**src/hw/rtl/xzpsd_pkg.sv**
```systemverilog
// Shared constants and types for the XZ point-to-segment distance block.
// Has no dependencies; every other file in hw/rtl uses it.
package xzpsd_pkg;

  // Default coordinate width (signed Q12.12).
  localparam int COORD_BITS_DEF = 24;
  // Fraction bits of the projection parameter t (unsigned Q1.30).
  localparam int T_BITS = 30;
  // Width and reset value of the degenerate-length threshold.
  localparam int THRESH_BITS = 24;
  localparam logic [THRESH_BITS-1:0] THRESH_RESET = 24'd1678;
  // Depth of the queue between the front and back parts.
  localparam int QUEUE_DEPTH = 4;

  // Classification of a request.
  typedef enum logic [1:0] {
    REGION_BEFORE     = 2'd0,
    REGION_BEYOND     = 2'd1,
    REGION_INTERIOR   = 2'd2,
    REGION_DEGENERATE = 2'd3
  } region_t;

  // Handshake between a producer and the queue.
  typedef struct packed {
    logic push;
    logic full;
  } q_wr_t;

endpackage

```
**src/hw/rtl/xzpsd_queue.sv**
```systemverilog
// Short FIFO that decouples the front part from the back part.
// Depends on xzpsd_pkg.
module xzpsd_queue #(
  parameter int WIDTH = 8,
  parameter int DEPTH = xzpsd_pkg::QUEUE_DEPTH
) (
  input  logic              clk,
  input  logic              rst_n,
  input  xzpsd_pkg::q_wr_t  q_wr_i,
  output logic              full,
  input  logic [WIDTH-1:0]  wr_data,
  input  logic              pop,
  output logic              empty,
  output logic [WIDTH-1:0]  rd_data
);
  localparam int AW = (DEPTH > 1) ? $clog2(DEPTH) : 1;
  localparam int NW = $clog2(DEPTH + 1);

  logic [WIDTH-1:0] mem_r [DEPTH];
  logic [AW-1:0]    wptr_r, rptr_r;
  logic [NW-1:0]    count_r;
  logic             do_pop;

  assign full    = (count_r == NW'(DEPTH));
  assign empty   = (count_r == '0);
  assign do_pop  = pop && !empty;
  assign rd_data = mem_r[rptr_r];

  // Pointer and fill count.
  always_ff @(posedge clk) begin
    if (!rst_n) begin
      wptr_r  <= '0;
      rptr_r  <= '0;
      count_r <= '0;
    end else begin
      if (q_wr_i.push) begin
        wptr_r <= (wptr_r == AW'(DEPTH - 1)) ? '0 : wptr_r + 1'b1;
      end
      if (do_pop) begin
        rptr_r <= (rptr_r == AW'(DEPTH - 1)) ? '0 : rptr_r + 1'b1;
      end
      count_r <= count_r + NW'(q_wr_i.push) - NW'(do_pop);
    end
  end

  // Storage.
  always_ff @(posedge clk) begin
    if (q_wr_i.push) begin
      mem_r[wptr_r] <= wr_data;
    end
  end

endmodule

```
**config.mk**
```make
export PLATFORM = sky130hd
export DESIGN_NAME = xzpsd_queue
export DESIGN_NICKNAME = d
export VERILOG_FILES = /design/src/hw/rtl/xzpsd_pkg.sv /design/src/hw/rtl/xzpsd_queue.sv
export SDC_FILE = /design/constraint.sdc
export NUM_CORES = 1
export LEC_CHECK = 0
export BUFFER_PORTS_ARGS = -buffer_cell sky130_fd_sc_hd__buf_2
export CAP_MARGIN = 20
export CORE_MARGIN = 2
export CORE_UTILIZATION = 60
export CTS_BUF_LIST = sky130_fd_sc_hd__clkbuf_2
export CTS_CLUSTER_DIAMETER = 60
export DETAILED_ROUTE_END_ITERATION = 16
export HOLD_SLACK_MARGIN = 0.06
export PLACE_DENSITY = 0.88
export SYNTH_ARGS = -nofsm -noshare
export SYNTH_HDL_FRONTEND = slang
export SYNTH_SLANG_ARGS = --single-unit
```
**constraint.sdc**
```tcl
create_clock -name clk -period 3 [get_ports clk]
set_input_delay 0 -clock clk [delete_from_list [all_inputs] [get_ports clk]]
set_output_delay 0 -clock clk [all_outputs]
set_load 0.01 [all_outputs]
```
==> results.md <==
* Maximum VDD drop at 0.563 mV
* Synth Instances at 87
* Cell class contributing the biggest share of worst-path delay: buffers and inverters
* Seq/Total Area, Yosys at a little over two thirds
* Antenna viol nets, final at 0
* Critical Path Start: count_r[1]$_SDFF_PN0_
* Cells on worst reg2reg path at 6
* NetSw at 0.371 mW
* Yosys warnings at 0
* Die Wd at 56.0 microns
* Peak fanout along the critical path at 5
* Worst-Skew Late Latency at approximately 0.4 ns
* Antenna violations before repair at 0
* Sw Ratio at between 20 and 30%
* Fmax at 454 MHz
* Final Hold Fails at 0
* DP HPWL at between 1500 and 2000 microns
* Area after DPL at 0.00175 sq mm
* Final core utilization at between 70% and 80%
* FF-to-FF setup slack at 0.80 ns
* Power per standard cell area at a little under 700 mW/mm^2
* I/O Pins at 23
* CTS H-tree depth at 2
* Wire per inst at around 17 microns
* Share of cells above drive strength 1 at between 20 and 30%
* Critical Path Start Type: flip-flop
* CP most frequent cell: ha_1
* GP Congestion at roughly 0.65
* Vias in the first global route at roughly 910
* First-pass GRT wire length at 4180 microns
* Diode count at 0
* CP endpoint: count_r[0]$_SDFF_PN0_
* WP buf/inv at 2
* Crit path time final at 2.20 ns
* # resized after CTS at 0
* Status: finished clean
* Clock sinks at 41
* Clk root buf: clkbuf_2
* Total of max-cap violations at 0
* Start of the worst register-to-register path: count_r[1]$_SDFF_PN0_
* Area of the die at 0.00314 sq mm
* Skew final at 0.00715 ns
* Yosys cell types at 19
* Core ar. at roughly 0.0025 sq mm
* Avg Synthesized Cell Area at 18.7 sq um
* Gr ovfl total at 0
* Buffers on Ports at 21
* Routed WL at 2630 microns
* Worst Path Arrival at around 2.5 ns
* Final setup vio count at 0
* Row Count at 18
* #FFs+latches synth at 41
* Mapped Area at 0.00162 sq mm
* P&R area growth vs syn at 17.6%
* DP Cell Count at 136
* Worst path slowest cell: dlygate4sd3_1
* Net Count, Synth at 108
* Largest net degree at the start of global routing at 12
* Hold Slack at between 0.3 and 0.4 ns
* Final clock period utilization by the worst path at roughly three quarters
* Pre-Repair DR Iteration Count at 4
* Gr usage total at 19.3%
* Seq pwr share at a little under three fifths
* Routed vias/inst at ~5.5
* Clock Power Share at a little under a fifth
* Hold Crit Class: in2reg
* Critical path depth at 6
* Worst-path cell chain: o31a_1, ha_1, inv_1, ha_1, and2_1, dlygate4sd3_1
* Critical path required time at between 3 and 4 ns
* LEAKAGE at 0.730 nW
* Setup TNS at 0 ns
* RSZ-0062 raised after global routing: false
* Number of fill cells in the layout at between 150 and 200
* Non-Filler Instances at ~160
* Layout Nets at approximately 150
* Final Instance Area at approximately 0.0019 sq mm
* Die height at between 50 and 60 microns
* Clock buffer depth at 2
* Slew Limit Fails at 0
* CP endpoint kind: flip-flop
* Combinational Power Share at between 20% and 30%
* Internal power at just over 0.9 mW
* TritonCTS clock tree: yes
* Worst r2r dst: count_r[0]$_SDFF_PN0_
* Drt initial violations at 35
* Crit Path Category: reg2reg
* CTS Buf Count at 5
* Worst-path clk slew at around 0.18 ns
* Max incr delay on CP at between 0.5 and 0.6 ns
* Max_slew headroom at 63.6%
* Drt drc at 0
* Worst hold path stage count at 2
* Worst-margin pin slew at 0.546 ns
* Initial core utilization at ~64%
* Vias at approximately 850
## repair_timing
item / CTS / global route
hold buffers: 12 / 0
hold endpoints to repair: 41 / 0
buffers inserted: 0 / 0
## metal layers
layer	vias to the layer above	GRT usage, %	share of wire (%)
met5	-	0	0
met4	0	15.0	3.7
met3	9	5.81	5.6
met2	30	31.3	51
met1	409	21.1	39
li1	406	-	-
## final cells by class
type	count	area, sq um	share of cell area [%]
well taps	30	37.5	1.96
repair buffers	33	225	11.8
inverters	6	22.5	1.18
flip-flops and latches	41	1140	59.7
multi-input cells	38	444	23.2
clock buffers	8	40.0	2.10
## cell usage in the layout, fill, tap and decap left out, drive strengths merged
cell type    instances
mux4                 8
ha                   7
o31a                 1
nor3                 1
dfxtp                9
inv                  6
fa                   1
mux2i                3
clkbuf               8
and2                 5
or3b                 2
dlygate4sd3         12
a21oi                1
buf                 21
nand2                3
nor3b                1
edfxtp              32
nor2                 3
xnor3                1
nand2b               1
## worst min-delay path by stage
| stage | from | to | slack, ns |
|---|---|---|---|
| after detailed placement | wr_data[5] | mem_r[1][5]$_DFFE_PP_ | 0.22 |
| after global placement | wr_data[3] | mem_r[0][3]$_DFFE_PP_ | 0.21 |
| after global routing | wr_data[0] | mem_r[0][0]$_DFFE_PP_ | 0.33 |
| final | wr_data[2] | mem_r[1][2]$_DFFE_PP_ | 0.34 |
| after CTS | wr_data[2] | mem_r[2][2]$_DFFE_PP_ | 0.32 |
| after floorplan | wr_data[0] | mem_r[0][0]$_DFFE_PP_ | 0.1 |
## stage by stage
step | setup slack [ns] | total power [mW]
after global routing | 0.729 | 1.35
final | 0.799 | 1.30
after detailed placement | 0.961 | 1.05
after global placement | 1.11 | 1.01
after floorplan | 1.16 | 0.947
after CTS | 0.882 | 1.29
## flip-flops by register name, indices dropped and copies added (netlist names), named ones only
name	flops
wptr_r	2
count_r	3
mem_r	32
rptr_r	2
## cell usage after synthesis
cell type  instances  area, sq um
edfxtp_1          32          961
dfxtp_1            9          180
mux4_2             8          180
ha_1               7         87.6
inv_1              6         22.5
and2_1             5         31.3
mux2i_1            3         30.0
nand2_1            3         11.3
nor2_1             3         11.3
or3b_1             2         17.5
a21oi_1            1         5.00
buf_6              1         11.3
clkbuf_2           1         5.00
fa_1               1         20.0
nand2b_1           1         6.26
nor3_1             1         5.00
nor3b_1            1         7.51
o31a_1             1         8.76
xnor3_1            1         22.5
## power by group through the flow
stage          sequential (mW)  clock [mW]  combinational, mW
6_report                 0.724       0.235              0.337
5_1_grt                  0.734       0.258              0.359
4_1_cts                  0.726       0.237              0.328
3_5_place_dp             0.739           0              0.307
3_3_place_gp             0.733           0              0.282
2_1_floorplan            0.701           0              0.245
## logic make-up (layout without fill, tap and decap cells)
kind of cell / Yosys count / in the layout / synth area share [%]
multiplexers: 11 / 11 / 12.9
AND/OR/NAND/NOR: 16 / 16 / 5.55
AO/OA/AOI/OAI: 2 / 2 / 0.847
flip-flops: 41 / 41 / 70.3
XOR/XNOR: 1 / 1 / 1.39
buffers and inverters: 8 / 47 / 2.39
adder cells (fa/ha/maj): 8 / 8 / 6.63
Power figures use the tool's default switching activity.
